## src/rtl/core/svi_pkg.sv

```systemverilog
package svi_pkg;

   localparam int unsigned SQ_IN_W     = 56;
   localparam int unsigned ROOT_W      = 28;
   localparam int unsigned RSP_LATENCY = 76;

   localparam logic [3:0] CSR_CENTER   = 4'd0;
   localparam logic [3:0] CSR_RADIUS   = 4'd1;
   localparam logic [3:0] CSR_ORIGIN   = 4'd2;
   localparam logic [3:0] CSR_SIZE     = 4'd3;
   localparam logic [3:0] CSR_EPS      = 4'd4;
   localparam logic [3:0] CSR_RHO_LIQ  = 4'd5;
   localparam logic [3:0] CSR_RHO_GAS  = 4'd6;
   localparam logic [3:0] CSR_VELOCITY = 4'd7;

   typedef struct packed {
      logic [9:0] cell_i;
      logic [9:0] cell_j;
      logic [9:0] cell_k;
   } req_type;

   typedef struct packed {
      logic signed [23:0] levelset;
      logic [15:0]        volume_fraction;
      logic signed [15:0] velocity_x;
      logic signed [15:0] velocity_y;
      logic signed [15:0] velocity_z;
   } rsp_type;

endpackage

```

## src/rtl/core/svi_isqrt.sv

```systemverilog
module svi_isqrt (
   input  logic                         clock,
   input  logic                         reset,
   input  logic                         in_valid,
   input  logic [svi_pkg::SQ_IN_W-1:0]  in_value,
   output logic                         out_valid,
   output logic [svi_pkg::ROOT_W-1:0]   out_root
);
   import svi_pkg::*;

   typedef struct packed {
      logic [SQ_IN_W-1:0] v;
      logic [SQ_IN_W-1:0] r;
   } sq_type;

   // one result bit per stage, most significant first
   function automatic sq_type sq_step(sq_type x, int k);
      sq_type             y;
      logic [SQ_IN_W-1:0] b;
      b = SQ_IN_W'(1) << (SQ_IN_W - 2 - 2 * k);
      y = x;
      if (x.v >= x.r + b) begin
         y.v = x.v - (x.r + b);
         y.r = (x.r >> 1) + b;
      end else begin
         y.r = x.r >> 1;
      end
      return y;
   endfunction

   sq_type            sq_in [ROOT_W];
   sq_type            sq_ff [ROOT_W];
   logic [ROOT_W-1:0] vld_ff;

   assign sq_in[0] = sq_step('{v: in_value, r: '0}, 0);

   for (genvar gk = 1; gk < ROOT_W; gk++) begin : g_step
      assign sq_in[gk] = sq_step(sq_ff[gk-1], gk);
   end

   always_ff @(posedge clock) begin
      for (int k = 0; k < ROOT_W; k++) sq_ff[k] <= sq_in[k];
   end

   always_ff @(posedge clock) begin
      if (reset) begin
         vld_ff <= '0;
      end else begin
         vld_ff <= {vld_ff[ROOT_W-2:0], in_valid};
      end
   end

   assign out_valid = vld_ff[ROOT_W-1];
   assign out_root  = sq_ff[ROOT_W-1].r[ROOT_W-1:0];

endmodule

```

## config.mk

```make
export PLATFORM = sky130hd
export DESIGN_NAME = svi_isqrt
export DESIGN_NICKNAME = d
export VERILOG_FILES = /design/src/rtl/core/svi_pkg.sv /design/src/rtl/core/svi_isqrt.sv
export SDC_FILE = /design/constraint.sdc
export NUM_CORES = 2
export LEC_CHECK = 0
export BUFFER_PORTS_ARGS = -buffer_cell sky130_fd_sc_hd__buf_2
export CORE_MARGIN = 10
export CORE_UTILIZATION = 40
export CTS_BUF_LIST = sky130_fd_sc_hd__clkbuf_4
export CTS_CLUSTER_SIZE = 28
export DETAILED_ROUTE_END_ITERATION = 16
export GPL_ROUTABILITY_DRIVEN = 0
export HOLD_SLACK_MARGIN = 0.03
export PLACE_DENSITY = 0.62
export RECOVER_POWER = 50
export SLEW_MARGIN = 40
export SYNTH_ARGS = -nofsm -noshare
export SYNTH_HDL_FRONTEND = slang
export SYNTH_SLANG_ARGS = --single-unit
```

## constraint.sdc

```tcl
create_clock -name clock -period 3 [get_ports clock]
set_clock_uncertainty 0.1 [all_clocks]
set_input_delay 0.3 -clock clock [delete_from_list [all_inputs] [get_ports clock]]
set_output_delay 0.3 -clock clock [all_outputs]
set_load 0.03 [all_outputs]
```

==> results.md <==
- Synth Register Bits: 1946
- Register area share after synthesis: 0.530
- H-Tree Depth: 5
- Register share of total power: 0.440
- HP Start: sq_ff[1][511]
- CP Data Arrival Time: 4320 ps
- Internal: 0.0552 W
- Synth Cell Area: roughly 74000 sq um
- Kind of critical path: flip-flop to flip-flop
- Finish-stage setup viols: 64
- Worst setup EP type: flip-flop
- Leakage: between 40 and 50 nW
- I/O Pins: 88
- CP max stage cell: or4_4
- Vias: 59200
- Min Clock Period, post-route: 3270 ps
- CTS Sinks: 1946
- Vias in the first global route: 60300
- Crit-path max cell delay: about 430 ps
- DP Wirelength: 144 mm
- YS warnings: 0
- Worst r2r src: sq_ff[1][463]
- CP Launch Type: flip-flop
- Nets: 9419
- Post-Syn Instances: 7346
- Core ar.: around 180000 sq um
- Clock power share: 0.251
- Failing checks: negative setup slack
- Total Wirelength: 203 mm
- CTS Buf Count: ~480
- Worst Tran Pin Value: between 700 and 800 ps
- Initial antenna violation count: 11
- Layout cell share with drive strength beyond 1: 0.278
- CTS clock-pin slew for the worst setup and hold paths: roughly 60 ps
- Max_slew headroom: 0.493
- Final Cell Area: 96500 sq um
- Final setup TNS: -4600 ps
- Crit path required time: between 4000 and 5000 ps
- PnR worst setup slack: -274 ps
- Top_reg_cell synth: dfxtp_1
- P_sw: 0.0288 W
- Pin count of the biggest net entering global routing: 48
- EDFF count, synth: 0
- Run status: complete, but fails checks
- Die width: 449 um
- DRC Markers: 0
- Synth area leaders: dfxtp_1 53%, ha_1 7.4%, xnor2_1 4.2%
- Post-synth top area cell: dfxtp_1
- Worst path depth: 12
- Hold-critical path depth: 0
- Register area: 39000 sq um
- # placed instances: 10600
- Worst Setup SP: sq_ff[1][463]
- Placed cell area: 83300 sq um
- Site Rows: roughly 160
- Synth-to-layout area growth: 31.3%
- Fillers: 15900
- Total die area: slightly above 200000 sq um
- Worst supply voltage drop on vdd: 0.499 mV
- Worst skew pair latency: between 1000 and 1500 ps
- Fmax: 305 MHz
- Synth async-reset ratio: 0
- Sw frac: 0.343
- Final Hold Viols: 0
- Drt wl/cell: ~17 um
- Combinational power share: 0.309
- Syn_nets: 7837
- RSZ-0062 raised after global routing: true
- Buf/Inv on CP: 2
- Clock root buffer: clkbuf_4
- Period utilisation layout: 1.09
- All-layer global routing usage: 0.187
- Crit-path cells: inv_2, ha_4, or3_4, o211ai_1, buf_4, o22ai_4, o221a_4, a221o_1, o31a_1, or2_1, or4_4, xnor2_1
- Pwr dens: about 870 nW/um^2
- CP top delay family: compound AO/OA/AOI/OAI gates
- FF-to-FF path depth: 12
- Post-Layout Cell Count: 11800
- Max_cap viols: 0
- Initial Utilization: 0.402
- Total gr overflow: 0
- Antenna Nets Post-Route: 0
- Top-count cell post-synth: dfxtp_1
- Footprint of the multi-input gates: 35900 sq um
- Distinct cell type count after synthesis: 104
- Synth top area share: 0.530
- Pre-CTS worst setup slack: -860 ps
- Synth Area per Inst: ~10 sq um
- Final number of max-transition violations: 0
- Port Buffers: 87
- Crit path max fanout: 3
- Clock buffer depth: 4
- TritonCTS clock tree: yes
- First-pass DRT Iterations: 6
- HP Class: flip-flop to flip-flop
- Synth top cells by count: 1946 x dfxtp_1, 537 x inv_1, 473 x nand2_1
- First-pass GRT wire length: 311 mm
- Die Height: 449 um
- Vias/cell: 5.04
- Drt first-iter violations: between 3000 and 4000
## layer usage
metal / GRT usage / up-vias / share of wire
li1: - / 29100 / -
met2: 0.345 / 1619 / 0.51
met4: 0.0920 / 0 / 0.047
met3: 0.0362 / 631 / 0.043
met1: 0.204 / 27900 / 0.40
met5: 0 / - / 0
## worst register-to-register path, delay by kind of cell (launching register included)
| family | cells | cell delay, ps |
|---|---|---|
| AO/OA/AOI/OAI | 5 | 1100 |
| XOR/XNOR | 1 | 130 |
| adder cells (fa/ha/maj) | 1 | 160 |
| buffers and inverters | 2 | 220 |
| flip-flops | 1 | 330 |
| AND/OR/NAND/NOR | 3 | 1070 |
## power groups by stage
| stage | logic, W | clock network [W] | registers (W) |
|---|---|---|---|
| 2_1_floorplan | 0.0156 | 0 | 0.0351 |
| 3_3_place_gp | 0.0228 | 0 | 0.0369 |
| 3_5_place_dp | 0.0232 | 0 | 0.0369 |
| 4_1_cts | 0.0243 | 0.0216 | 0.0365 |
| 5_1_grt | 0.0284 | 0.0231 | 0.0375 |
| 6_report | 0.0259 | 0.0211 | 0.0369 |
## worst paths after layout
check / endpoint / slack [ps]
max: sq_ff[1][657] / -270
min: sq_ff[1][623] / 200
max reg2reg: sq_ff[1][657] / -270
min reg2reg: sq_ff[1][623] / 200
## sequential cells by signal (all words and copies together) (netlist names)
name and count:
sq_ff 1918, vld_ff 28
## repair_timing
action	CTS	global route
pin swaps	90	235
endpoints found under the hold margin	85	0
hold buffers	173	0
resized for setup	318	655
cloned	8	20
buffers inserted	51	60
endpoints found under the setup margin	369	484
## placed cells by master, fill, tap and decap left out, types with 26 or more instances in the layout
cell type      netlist  final
a211oi_1            38     26
a21o_1             146    145
a21oi_1            433    380
a21oi_2              2     47
buf_2               19     90
buf_4               30    912
buf_6                1     50
clkbuf_4             0    663
clkinv_1             0    115
clkinv_2             0     32
dfxtp_1           1946   1887
dfxtp_2              0     56
dlygate4sd3_1        0    172
ha_1               432    348
ha_4                 0     73
inv_1              537    513
mux2_2              50     44
nand2_1            473    432
nand2_2              0     31
nand2b_1            87     85
nand3_1             97     85
nand3b_1            27     27
nand4_1            131    131
nor2_1             444    404
nor2b_1             93     82
nor3_1             214    155
nor3_2               3     39
nor4_1             251    204
nor4_2               6     29
o21a_1              68     64
o21ai_0            373    287
o21ai_1              2     47
o21ai_2              2     40
o21bai_1            35     32
o31ai_1             43     35
or3_1               83     66
or4_1               61     40
xnor2_1            350    339
xor2_1             304    301
## final cells by class
| class | instances | area share |
|---|---|---|
| antenna | 18 | 0.000467 |
| clock buffer | 654 | 0.0509 |
| sequential | 1946 | 0.405 |
| inverter | 541 | 0.0214 |
| multi-input combinational | 4682 | 0.372 |
| tap | 2464 | 0.0320 |
| timing repair buffer | 1279 | 0.110 |
| clock inverter | 167 | 0.00950 |
## kinds of logic (layout without fill, tap and decap cells)
logic type | Yosys count | count (layout) | synth area share
XOR/XNOR | 654 | 654 | 0.0779
flip-flops | 1946 | 1946 | 0.530
AO/OA/AOI/OAI | 1378 | 1378 | 0.117
other | 0 | 18 | 0
AND/OR/NAND/NOR | 2153 | 2153 | 0.153
multiplexers | 65 | 65 | 0.00970
buffers and inverters | 718 | 2641 | 0.0387
adder cells (fa/ha/maj) | 432 | 432 | 0.0735
## per-stage QoR
step / hold WS (ps) / power, W / util
2_1_floorplan: 222 / 0.0507 / -
3_3_place_gp: 228 / 0.0597 / 0.456
3_5_place_dp: 230 / 0.0602 / 0.456
4_1_cts: 72.9 / 0.0824 / 0.508
5_1_grt: 122 / 0.0890 / 0.528
6_report: 199 / 0.0839 / 0.528
No activity file was read; power rests on OpenSTA's default activity.
